## src/rtl/sdrm_pkg.sv

```systemverilog
// Shared types, constants and fixed-point helpers of the SDF raymarch shader.
package sdrm_pkg;

    localparam logic signed [31:0] SAT_MAX    = 32'sh7fffffff;
    localparam logic signed [31:0] SAT_MIN    = 32'sh80000000;
    localparam logic signed [31:0] EPS_HIT    = 32'sd655;
    localparam logic signed [31:0] EPS_SHADOW = 32'sd66;
    localparam int                 DIV_BITS   = 48;

    localparam logic [2:0] CFG_LIGHT_X      = 3'd0;
    localparam logic [2:0] CFG_LIGHT_Y      = 3'd1;
    localparam logic [2:0] CFG_LIGHT_Z      = 3'd2;
    localparam logic [2:0] CFG_FOCAL_LENGTH = 3'd3;
    localparam logic [2:0] CFG_PIXEL_PITCH  = 3'd4;
    localparam logic [2:0] CFG_SPHERE_RAD   = 3'd5;
    localparam logic [2:0] CFG_SPHERE_DEPTH = 3'd6;
    localparam logic [2:0] CFG_GROUND       = 3'd7;

    localparam logic [1:0] IDX_X = 2'd0;
    localparam logic [1:0] IDX_Y = 2'd1;
    localparam logic [1:0] IDX_Z = 2'd2;

    typedef enum logic [4:0] {
        OP_NOP, OP_LOAD, OP_RAY, OP_MUL, OP_ACC, OP_SQRT, OP_MAG, OP_UZERO,
        OP_DIV, OP_UQ, OP_DIRSET, OP_PWB, OP_QP, OP_SCENE, OP_DSET, OP_TADV,
        OP_QOFF, OP_NWB, OP_NSET, OP_NDL, OP_POFF, OP_STINIT, OP_QS,
        OP_NDLZERO, OP_STADV, OP_SHADE, OP_MISS
    } t_op;

    typedef enum logic [2:0] {
        MS_SQU, MS_SQD, MS_PT, MS_NL, MS_NE, MS_LS
    } t_msel;

    typedef struct packed {
        t_op        op;
        t_msel      msel;
        logic [1:0] idx;
    } t_cmd;

    typedef struct packed {
        logic sqrt_busy;
        logic div_busy;
        logic mag_zero;
        logic hit;
        logic blocked;
        logic out_room;
    } t_stat;

    typedef struct packed {
        logic signed [31:0] x;
        logic signed [31:0] y;
        logic signed [31:0] z;
    } t_vec;

    typedef struct packed {
        logic [63:0] rad;
        logic [63:0] root;
        logic [63:0] mask;
    } t_sq;

    function automatic logic signed [31:0] sat_add(logic signed [31:0] a,
                                                   logic signed [31:0] b);
        logic [32:0] s;
        s = {a[31], a} + {b[31], b};
        if (s[32] != s[31]) begin
            return s[32] ? SAT_MIN : SAT_MAX;
        end
        return s[31:0];
    endfunction

    function automatic logic signed [31:0] sat_sub(logic signed [31:0] a,
                                                   logic signed [31:0] b);
        logic [32:0] s;
        s = {a[31], a} - {b[31], b};
        if (s[32] != s[31]) begin
            return s[32] ? SAT_MIN : SAT_MAX;
        end
        return s[31:0];
    endfunction

    // product >> 16 (floor), saturated
    function automatic logic signed [31:0] fsat(logic signed [63:0] p);
        if (p[63:47] == {17{p[63]}}) begin
            return p[47:16];
        end
        return p[63] ? SAT_MIN : SAT_MAX;
    endfunction

    function automatic logic signed [31:0] vget(t_vec v, logic [1:0] idx);
        logic signed [31:0] r;
        unique case (idx)
            IDX_X:   r = v.x;
            IDX_Y:   r = v.y;
            default: r = v.z;
        endcase
        return r;
    endfunction

    function automatic t_vec vset(t_vec v, logic [1:0] idx, logic signed [31:0] val);
        t_vec r;
        r = v;
        unique case (idx)
            IDX_X:   r.x = val;
            IDX_Y:   r.y = val;
            default: r.z = val;
        endcase
        return r;
    endfunction

    function automatic t_sq sq_step(t_sq s);
        t_sq         r;
        logic [63:0] trial;
        trial = s.root + s.mask;
        r = s;
        if (s.rad >= trial) begin
            r.rad  = s.rad - trial;
            r.root = (s.root >> 1) + s.mask;
        end else begin
            r.root = s.root >> 1;
        end
        r.mask = s.mask >> 2;
        return r;
    endfunction

endpackage

```

## src/rtl/sdrm_ctrl.sv

```systemverilog
// Controller FSM sequencing ray setup, march, normal, shading and shadow loop.
module sdrm_ctrl #(
    parameter int MARCH_STEPS  = 30,
    parameter int SHADOW_STEPS = 10
) (
    input  logic            i_clk,
    input  logic            i_rst_n,
    input  logic            i_valid,
    output logic            o_stall,
    output sdrm_pkg::t_cmd  o_cmd,
    input  sdrm_pkg::t_stat i_stat
);
    import sdrm_pkg::*;

    localparam int MAX_STEPS = (MARCH_STEPS > SHADOW_STEPS) ? MARCH_STEPS : SHADOW_STEPS;
    localparam int CW        = $clog2(MAX_STEPS + 1);

    localparam logic [4:0] S_IDLE   = 5'd0;
    localparam logic [4:0] S_RAY    = 5'd1;
    localparam logic [4:0] S_MMUL   = 5'd2;
    localparam logic [4:0] S_MACC   = 5'd3;
    localparam logic [4:0] S_MSQRT  = 5'd4;
    localparam logic [4:0] S_MWAIT  = 5'd5;
    localparam logic [4:0] S_UCHK   = 5'd6;
    localparam logic [4:0] S_UDIV   = 5'd7;
    localparam logic [4:0] S_UDWAIT = 5'd8;
    localparam logic [4:0] S_SCFIN  = 5'd9;
    localparam logic [4:0] S_DIR    = 5'd10;
    localparam logic [4:0] S_PM     = 5'd11;
    localparam logic [4:0] S_PW     = 5'd12;
    localparam logic [4:0] S_QP     = 5'd13;
    localparam logic [4:0] S_MCHK   = 5'd14;
    localparam logic [4:0] S_TADV   = 5'd15;
    localparam logic [4:0] S_NQ     = 5'd16;
    localparam logic [4:0] S_NWB    = 5'd17;
    localparam logic [4:0] S_NSET   = 5'd18;
    localparam logic [4:0] S_LM     = 5'd19;
    localparam logic [4:0] S_LA     = 5'd20;
    localparam logic [4:0] S_OM     = 5'd21;
    localparam logic [4:0] S_OA     = 5'd22;
    localparam logic [4:0] S_STI    = 5'd23;
    localparam logic [4:0] S_SM     = 5'd24;
    localparam logic [4:0] S_SA     = 5'd25;
    localparam logic [4:0] S_SCHK   = 5'd26;
    localparam logic [4:0] S_OUT    = 5'd27;

    logic [4:0]    r_state, n_state;
    logic [4:0]    r_sret, n_sret;
    logic [4:0]    r_uret, n_uret;
    t_msel         r_msrc, n_msrc;
    logic [1:0]    r_k, n_k;
    logic [1:0]    r_j, n_j;
    logic [CW-1:0] r_step, n_step;
    logic          r_hitf, n_hitf;

    always_comb begin
        n_state    = r_state;
        n_sret     = r_sret;
        n_uret     = r_uret;
        n_msrc     = r_msrc;
        n_k        = r_k;
        n_j        = r_j;
        n_step     = r_step;
        n_hitf     = r_hitf;
        o_cmd.op   = OP_NOP;
        o_cmd.msel = r_msrc;
        o_cmd.idx  = r_k;
        unique case (r_state)
            S_IDLE: begin
                if (i_valid) begin
                    o_cmd.op = OP_LOAD;
                    n_hitf   = 1'b0;
                    n_state  = S_RAY;
                end
            end
            S_RAY: begin
                o_cmd.op = OP_RAY;
                n_msrc   = MS_SQU;
                n_k      = IDX_X;
                n_uret   = S_DIR;
                n_state  = S_MMUL;
            end
            S_MMUL: begin
                o_cmd.op = OP_MUL;
                n_state  = S_MACC;
            end
            S_MACC: begin
                o_cmd.op = OP_ACC;
                if (r_k == IDX_Z) begin
                    n_state = S_MSQRT;
                end else begin
                    n_k     = r_k + 2'd1;
                    n_state = S_MMUL;
                end
            end
            S_MSQRT: begin
                o_cmd.op = OP_SQRT;
                n_state  = S_MWAIT;
            end
            S_MWAIT: begin
                if (!i_stat.sqrt_busy) begin
                    o_cmd.op = OP_MAG;
                    n_k      = IDX_X;
                    n_state  = (r_msrc == MS_SQU) ? S_UCHK : S_SCFIN;
                end
            end
            S_UCHK: begin
                if (i_stat.mag_zero) begin
                    o_cmd.op = OP_UZERO;
                    n_state  = r_uret;
                end else begin
                    n_state  = S_UDIV;
                end
            end
            S_UDIV: begin
                o_cmd.op = OP_DIV;
                n_state  = S_UDWAIT;
            end
            S_UDWAIT: begin
                if (!i_stat.div_busy) begin
                    o_cmd.op = OP_UQ;
                    if (r_k == IDX_Z) begin
                        n_state = r_uret;
                    end else begin
                        n_k     = r_k + 2'd1;
                        n_state = S_UDIV;
                    end
                end
            end
            S_SCFIN: begin
                o_cmd.op = OP_SCENE;
                n_state  = r_sret;
            end
            S_DIR: begin
                o_cmd.op = OP_DIRSET;
                n_step   = '0;
                n_k      = IDX_X;
                n_state  = S_PM;
            end
            S_PM: begin
                o_cmd.op   = OP_MUL;
                o_cmd.msel = MS_PT;
                n_state    = S_PW;
            end
            S_PW: begin
                o_cmd.op = OP_PWB;
                if (r_k == IDX_Z) begin
                    n_state = S_QP;
                end else begin
                    n_k     = r_k + 2'd1;
                    n_state = S_PM;
                end
            end
            S_QP: begin
                o_cmd.op = OP_QP;
                n_msrc   = MS_SQD;
                n_k      = IDX_X;
                n_sret   = S_MCHK;
                n_state  = S_MMUL;
            end
            S_MCHK: begin
                o_cmd.op = OP_DSET;
                if (i_stat.hit) begin
                    n_hitf  = 1'b1;
                    n_j     = IDX_X;
                    n_state = S_NQ;
                end else begin
                    n_state = S_TADV;
                end
            end
            S_TADV: begin
                o_cmd.op = OP_TADV;
                if (r_step == CW'(MARCH_STEPS - 1)) begin
                    n_state = S_OUT;
                end else begin
                    n_step  = r_step + 1'b1;
                    n_k     = IDX_X;
                    n_state = S_PM;
                end
            end
            S_NQ: begin
                o_cmd.op  = OP_QOFF;
                o_cmd.idx = r_j;
                n_msrc    = MS_SQD;
                n_k       = IDX_X;
                n_sret    = S_NWB;
                n_state   = S_MMUL;
            end
            S_NWB: begin
                o_cmd.op  = OP_NWB;
                o_cmd.idx = r_j;
                if (r_j == IDX_Z) begin
                    n_msrc  = MS_SQU;
                    n_k     = IDX_X;
                    n_uret  = S_NSET;
                    n_state = S_MMUL;
                end else begin
                    n_j     = r_j + 2'd1;
                    n_state = S_NQ;
                end
            end
            S_NSET: begin
                o_cmd.op = OP_NSET;
                n_k      = IDX_X;
                n_state  = S_LM;
            end
            S_LM: begin
                o_cmd.op   = OP_MUL;
                o_cmd.msel = MS_NL;
                n_state    = S_LA;
            end
            S_LA: begin
                o_cmd.op = OP_NDL;
                if (r_k == IDX_Z) begin
                    n_k     = IDX_X;
                    n_state = S_OM;
                end else begin
                    n_k     = r_k + 2'd1;
                    n_state = S_LM;
                end
            end
            S_OM: begin
                o_cmd.op   = OP_MUL;
                o_cmd.msel = MS_NE;
                n_state    = S_OA;
            end
            S_OA: begin
                o_cmd.op = OP_POFF;
                if (r_k == IDX_Z) begin
                    n_state = S_STI;
                end else begin
                    n_k     = r_k + 2'd1;
                    n_state = S_OM;
                end
            end
            S_STI: begin
                o_cmd.op = OP_STINIT;
                n_step   = '0;
                n_k      = IDX_X;
                n_state  = S_SM;
            end
            S_SM: begin
                o_cmd.op   = OP_MUL;
                o_cmd.msel = MS_LS;
                n_state    = S_SA;
            end
            S_SA: begin
                o_cmd.op = OP_QS;
                if (r_k == IDX_Z) begin
                    n_msrc  = MS_SQD;
                    n_k     = IDX_X;
                    n_sret  = S_SCHK;
                    n_state = S_MMUL;
                end else begin
                    n_k     = r_k + 2'd1;
                    n_state = S_SM;
                end
            end
            S_SCHK: begin
                if (i_stat.blocked) begin
                    o_cmd.op = OP_NDLZERO;
                    n_state  = S_OUT;
                end else begin
                    o_cmd.op = OP_STADV;
                    if (r_step == CW'(SHADOW_STEPS - 1)) begin
                        n_state = S_OUT;
                    end else begin
                        n_step  = r_step + 1'b1;
                        n_k     = IDX_X;
                        n_state = S_SM;
                    end
                end
            end
            S_OUT: begin
                if (i_stat.out_room) begin
                    o_cmd.op = r_hitf ? OP_SHADE : OP_MISS;
                    n_state  = S_IDLE;
                end
            end
            default: n_state = S_IDLE;
        endcase
    end

    always_ff @(posedge i_clk) begin
        if (!i_rst_n) begin
            r_state <= S_IDLE;
            r_hitf  <= 1'b0;
        end else begin
            r_state <= n_state;
            r_hitf  <= n_hitf;
        end
        r_sret <= n_sret;
        r_uret <= n_uret;
        r_msrc <= n_msrc;
        r_k    <= n_k;
        r_j    <= n_j;
        r_step <= n_step;
    end

    assign o_stall = (r_state != S_IDLE);

    a_busy_after_accept: assert property (@(posedge i_clk) disable iff (!i_rst_n)
        (i_valid && !o_stall) |=> o_stall)
        else $error("transaction accepted but controller stayed idle");

    a_out_done: assert property (@(posedge i_clk) disable iff (!i_rst_n)
        (r_state == S_OUT && i_stat.out_room) |=> !o_stall)
        else $error("controller did not return to idle after result");

endmodule

```

## config.mk

```make
export PLATFORM = sky130hd
export DESIGN_NAME = sdrm_ctrl
export DESIGN_NICKNAME = d
export VERILOG_FILES = /design/src/rtl/sdrm_pkg.sv /design/src/rtl/sdrm_ctrl.sv
export SDC_FILE = /design/constraint.sdc
export NUM_CORES = 1
export LEC_CHECK = 0
export BUFFER_PORTS_ARGS = -buffer_cell sky130_fd_sc_hd__buf_2
export CAP_MARGIN = 0
export CORE_ASPECT_RATIO = 1.75
export CORE_MARGIN = 4
export CORE_UTILIZATION = 36
export DETAILED_ROUTE_END_ITERATION = 7
export GPL_TIMING_DRIVEN = 1
export PLACE_DENSITY = 0.52
export SLEW_MARGIN = 20
export SYNTH_ARGS = -nofsm -noshare
export SYNTH_HDL_FRONTEND = slang
export SYNTH_SLANG_ARGS = --single-unit
```

## constraint.sdc

```tcl
create_clock -name i_clk -period 1.7 [get_ports i_clk]
set_clock_uncertainty 0.05 [all_clocks]
set_input_delay 0.085 -clock i_clk [delete_from_list [all_inputs] [get_ports i_clk]]
set_output_delay 0.085 -clock i_clk [all_outputs]
set_load 0.02 [all_outputs]
```

======== After elaboration in Yosys (flattened, before gate mapping) ========
Cells that the tools add are included.
word-level totals
  register bits ........................... 28
  output and inout bits ................... 11
  input bits .............................. 9
cells by class
  mux-type cells .......................... 54
  reductions and logical operators ........ 26
  add/sub/neg operators ................... 3
  eq/ne operators ......................... 42
operator list
  operator            count
  $pmux 5 s26         1
  $pmux 5 s24         1
  $mux 5              16
  $eq 5x5->1 const B  13
  $eq 5x4->1 const B  9
  $mux 2              15
  $pmux 5 s3          2
  $pmux 3 s4          2
  $ne 2x2->1 const B  11
  $mux 3              7
  $eq 5x3->1 const B  4
  $pmux 2 s8          1
  $mux 4              3
  $eq 5x2->1 const B  2
  $pmux 5 s2          1
  $reduce_and 3->1    3
  $reduce_and 4->1    2
  $reduce_bool 8->1   1
  $reduce_or 2->1     4
  $reduce_and 7->1    1
  $reduce_bool 2->1   3
  $reduce_bool 3->1   2
  $reduce_or 3->1     2
  $reduce_or 6->1     1
  13 further kinds    18

======== Longest topological paths before layout ========
  word-level depth ........................ 4
  depth in mapped cells ................... 9

======== Worst setup path before layout ========
OpenSTA, ideal clock, no wires.
  path type ............................... register -> register
  start ................................... reg r_state[4]
  end ..................................... reg r_step[0], enable pin
  arrival time ............................ 1446 ps
  setup time .............................. 340 ps
  stages on the path, launching flop included .. 8
  period minus slack after synthesis ...... 1836 ps
  required time ........................... 1310 ps
  setup slack ............................. -136 ps
  cell sequence ........................... dfxtp_1 > buf_6 > buf_6 > nand2_2 > a2bb2oi_1 > nor2_1 > nor2_1 > nor2_1
on the way
  longest elaborated chain between the ends .. 4
ends and longest elaborated chain
  what                                             line              text
  start: declaration                               sdrm_ctrl.sv:47   logic [4:0] r_state, n_state;
  start signal: assignment                         sdrm_ctrl.sv:289  r_state <= n_state;
  $eq 5x5->1 / $eq 5x4->1 (equally long branches)  sdrm_ctrl.sv:68   unique case (r_state)
  $reduce_or 2->1 (no source line)                 --
  $reduce_bool 3->1 (no source line)               --
  $reduce_and 4->1 (no source line) *              --
  end signal: assignment                           sdrm_ctrl.sv:297  r_step <= n_step;
  end: declaration                                 sdrm_ctrl.sv:53   logic [CW-1:0] r_step, n_step;
Mark *: on every way between the ends. The rest lies on a longest branch, timed or not.
A chain may end at the register's enable or synchronous reset.

==> impl_results.md <==
* Run status: complete, but fails checks
* Failing checks: setup timing
* GRT Total Usage at about a quarter
* Power per standard cell area at 741 nW/µm²
* Core box area at 6540 µm²
* Max Clock Freq at just over 500 MHz
* Non-Filler Cell Area, Final at 4150 µm²
* Vias in the first global route at 3,113
* Unrepaired setup endpoints after global routing: true
* Endpoints failing setup at 24
* Path class of the lowest-slack min-delay path: in -> reg
* Type of the worst setup path: reg -> out
* # port buffers at 19
* Yosys Warn Count at 0
* Worst-case headroom to the max-slew limit at 73.1%
* Die Footprint at 8110 µm²
* Pre-CTS setup slack at -0.367 ns
* Number of buffers between clock root and the deepest sink at 2
* Clock latency at the later pin of the worst-skew pair at 0.26 ns
* Critical path arrival at 1.80 ns
* Nets@finish at 460
* Placed cell count at 485
* Count of filler cells inserted in the layout at 564
* Leakage power figure at 1.65 nW
* Register-to-register setup slack at -0.11 ns
* CTS Root Buffer Type: sky130_fd_sc_hd__clkbuf_16
* Antenna violations before repair at 0
* I/O pins at 20
* Remaining global-route overflow at 0
* Required arrival time at the worst endpoint at ~1.6 ns
* Number of hold-slack violations in the final timing report at 0
* Critical path origin: r_state[1]
* Final antenna diode count at 0
* Hold buffer count at cts at 0
* Fin cells at around 530
* Max-cap violations at 0
* Width of the die at 69.8 µm
* Overall routed net length at approximately 11,000 µm
* Global-route wire length before repair at 16,400 µm
* Post-detailed-route DRC marker count at 0
* Post-Syn Area at ~2400 µm²
* Number of buffers inserted during clock tree synthesis at 3
* Worst VDD drop at 490 µV
* H-tree depth at 1
* Synthesized area divided by synthesized cell count at 7.77 µm²
* Share of final-layout standard cells stronger than drive strength 1 at between 50% and 60%
* Post-layout worst setup margin at -0.234 ns
* Max Fanout on Critical Path at 13
* Number of clock sinks at 22
* Launch instance of the worst min-delay path: i_rst_n
* Pins over their slew limit at 0
* Reg-to-Reg Start: r_state[4]
* Vias per cell at 6.07
* Height of the chip at 116 µm
* Critical path launch point type: flop
* Detailed router's first-iteration violation count at 338
* Area post-placement at 3160 µm²
* Largest net degree at the start of global routing at 16
* Area growth from synthesis to layout at 72.2%
* Pre-Repair DR Iteration Count at 5
* Share of flip-flops with an asynchronous set or reset after synthesis at 0%
* Overall power of the completed layout at 3.07 mW
* Average routed wire per standard cell at 21.3 µm
* Flip-flop cell with the highest count after synthesis: sky130_fd_sc_hd__edfxtp_1
* Post-route clock period utilization at 114%
* Number of vias after detailed routing at around 3,200
* Syn_nets at 325
* Time the final worst path needs with I/O delays and setup at between 1.5 and 2 ns
* Number of synthesized flops with an enable pin at 16
* Count of state elements after synthesis at 22
* Sum of net half-perimeters after detailed placement at 7990 µm
* Endpoint type of the worst setup path: primary output
* Clock tree from TritonCTS: yes
* Routed Antenna Nets at 0
* Global placement routability congestion at 1.02
* Slew @ Worst Pin at 0.393 ns
* Effective utilization at floorplan at 36.8%
* Synthesized netlist cell count at 310
* Number of distinct library cells after synthesis at 67
* Placement Rows at 39
* Register area share after synthesis at 24.9%
* Clock-pin slew on the worst setup and hold paths at roughly 0.070 ns
final cells by class:
| cell class | count | area [µm²] | share of cell area (%) |
|---|---|---|---|
| Tap cell | 82 | 103 | 2.47 |
| Inverter | 17 | 71.3 | 1.72 |
| Sequential cell | 22 | 619 | 14.9 |
| Clock inverter | 1 | 3.75 | 0.0905 |
| Multi-Input combinational cell | 247 | 1960 | 47.2 |
| Timing Repair Buffer | 154 | 1320 | 31.8 |
| Clock buffer | 3 | 75.1 | 1.81 |
per-layer routing:
metal / global-route usage, % / vias up / routed length (µm)
met2: 48.4 / 175 / 5810
met5: 0 / - / 0
met1: 27.6 / 1532 / 4030
met3: 3.01 / 66 / 594
li1: - / 1422 / -
met4: 17.5 / 0 / 777
cell usage after synthesis, types with 3 or more instances:
cell type	instances	share of area [%]
sky130_fd_sc_hd__buf_6	4	1.9
sky130_fd_sc_hd__edfxtp_1	16	20
sky130_fd_sc_hd__nor2_1	34	5.3
sky130_fd_sc_hd__xor2_1	3	1.1
sky130_fd_sc_hd__nand4_1	3	0.78
sky130_fd_sc_hd__nor2b_1	7	1.8
sky130_fd_sc_hd__inv_1	15	2.3
sky130_fd_sc_hd__buf_4	4	1.2
sky130_fd_sc_hd__a31oi_1	8	2.1
sky130_fd_sc_hd__o21ai_0	21	4.4
sky130_fd_sc_hd__a32oi_1	3	1.1
sky130_fd_sc_hd__a21oi_1	21	4.4
sky130_fd_sc_hd__nand2_1	34	5.3
sky130_fd_sc_hd__or3_1	3	0.78
sky130_fd_sc_hd__nand3_1	9	1.9
sky130_fd_sc_hd__clkbuf_8	7	4.0
sky130_fd_sc_hd__a211oi_1	3	0.94
sky130_fd_sc_hd__o22ai_1	6	1.6
sky130_fd_sc_hd__buf_2	8	1.7
sky130_fd_sc_hd__o21ai_1	5	1.0
sky130_fd_sc_hd__nor4_1	4	1.0
sky130_fd_sc_hd__nand2b_1	5	1.3
sky130_fd_sc_hd__o32ai_1	3	1.1
sky130_fd_sc_hd__nor3_2	3	1.2
sky130_fd_sc_hd__o32a_1	4	1.7
sky130_fd_sc_hd__ha_1	6	3.1
sky130_fd_sc_hd__nor4_2	3	1.6
sky130_fd_sc_hd__nor3_1	11	2.3
sky130_fd_sc_hd__dfxtp_1	6	5.0
sky130_fd_sc_hd__a221oi_1	3	1.1
per-stage QoR:
step	util [%]	hold slack, ns	setup TNS, ns
2_1_floorplan	-	0.150	-0.0343
3_3_place_gp	48.3	0.358	-4.70
3_5_place_dp	48.3	0.355	-4.63
4_1_cts	56.0	0.0768	-1.72
5_1_grt	63.4	0.104	-3.47
6_report	63.4	0.0833	-2.21
sequential cells by signal, indices dropped and copies added (netlist names):
| signal | flops |
|---|---|
| r_hitf | 1 |
| r_j | 2 |
| r_k | 2 |
| r_msrc | 1 |
| r_sret | 4 |
| r_state | 5 |
| r_step | 5 |
| r_uret | 2 |
cell usage in the layout (no fill, tap or decap), types with 6 or more instances in the layout:
cell                       count
sky130_fd_sc_hd__o21ai_1      10
sky130_fd_sc_hd__buf_4       110
sky130_fd_sc_hd__o21ai_0      10
sky130_fd_sc_hd__nor2_2        6
sky130_fd_sc_hd__nor2_1       27
sky130_fd_sc_hd__nor3_1        6
sky130_fd_sc_hd__inv_1        12
sky130_fd_sc_hd__buf_6        22
sky130_fd_sc_hd__nand3_1       6
sky130_fd_sc_hd__nand2_1      29
sky130_fd_sc_hd__o21ai_2       7
sky130_fd_sc_hd__buf_2        12
sky130_fd_sc_hd__a31oi_1       6
sky130_fd_sc_hd__edfxtp_1     16
sky130_fd_sc_hd__nand2b_4      6
sky130_fd_sc_hd__a21oi_1      16
what timing repair did:
item / in CTS / in global routing
resized for setup: 78 / 74
pin swaps: 19 / 22
setup buffers: 18 / 19
gates cloned: 0 / 2
setup endpoints to repair: 33 / 36
critical path, stage by stage (launching register included):
cell                        delay (ns)
sky130_fd_sc_hd__dfxtp_4          0.40
sky130_fd_sc_hd__buf_12           0.16
sky130_fd_sc_hd__and3b_1          0.22
sky130_fd_sc_hd__a211oi_2         0.22
sky130_fd_sc_hd__o32a_1           0.23
sky130_fd_sc_hd__o2111ai_2        0.14
sky130_fd_sc_hd__buf_6            0.16
where the power goes:
part / total, mW / switching [mW] / leakage, nW / internal, mW
clock network: 0.529 / 0.214 / 0.0385 / 0.315
registers: 0.683 / 0.0651 / 0.193 / 0.618
logic: 1.86 / 0.960 / 1.42 / 0.900
total: 3.07 / 1.24 / 1.65 / 1.83
worst paths after layout:
path	to	cells after the start
hold / removal	r_state[1]	3
hold reg to reg	r_hitf	2
setup / recovery	o_cmd[6]	6
setup reg to reg	r_state[1]	7
cell families (layout without fill, tap and decap cells):
group / after synthesis / after routing / share of synthesized area, %
AO/OA/AOI/OAI: 99 / 99 / 27.4
XOR/XNOR: 5 / 5 / 1.82
adder cells (fa/ha/maj): 6 / 6 / 3.12
buffers and inverters: 41 / 175 / 11.6
flip-flops: 22 / 22 / 24.9
multiplexers: 2 / 2 / 0.832
AND/OR/NAND/NOR: 135 / 135 / 30.2
Power figures use the tool's default switching activity.
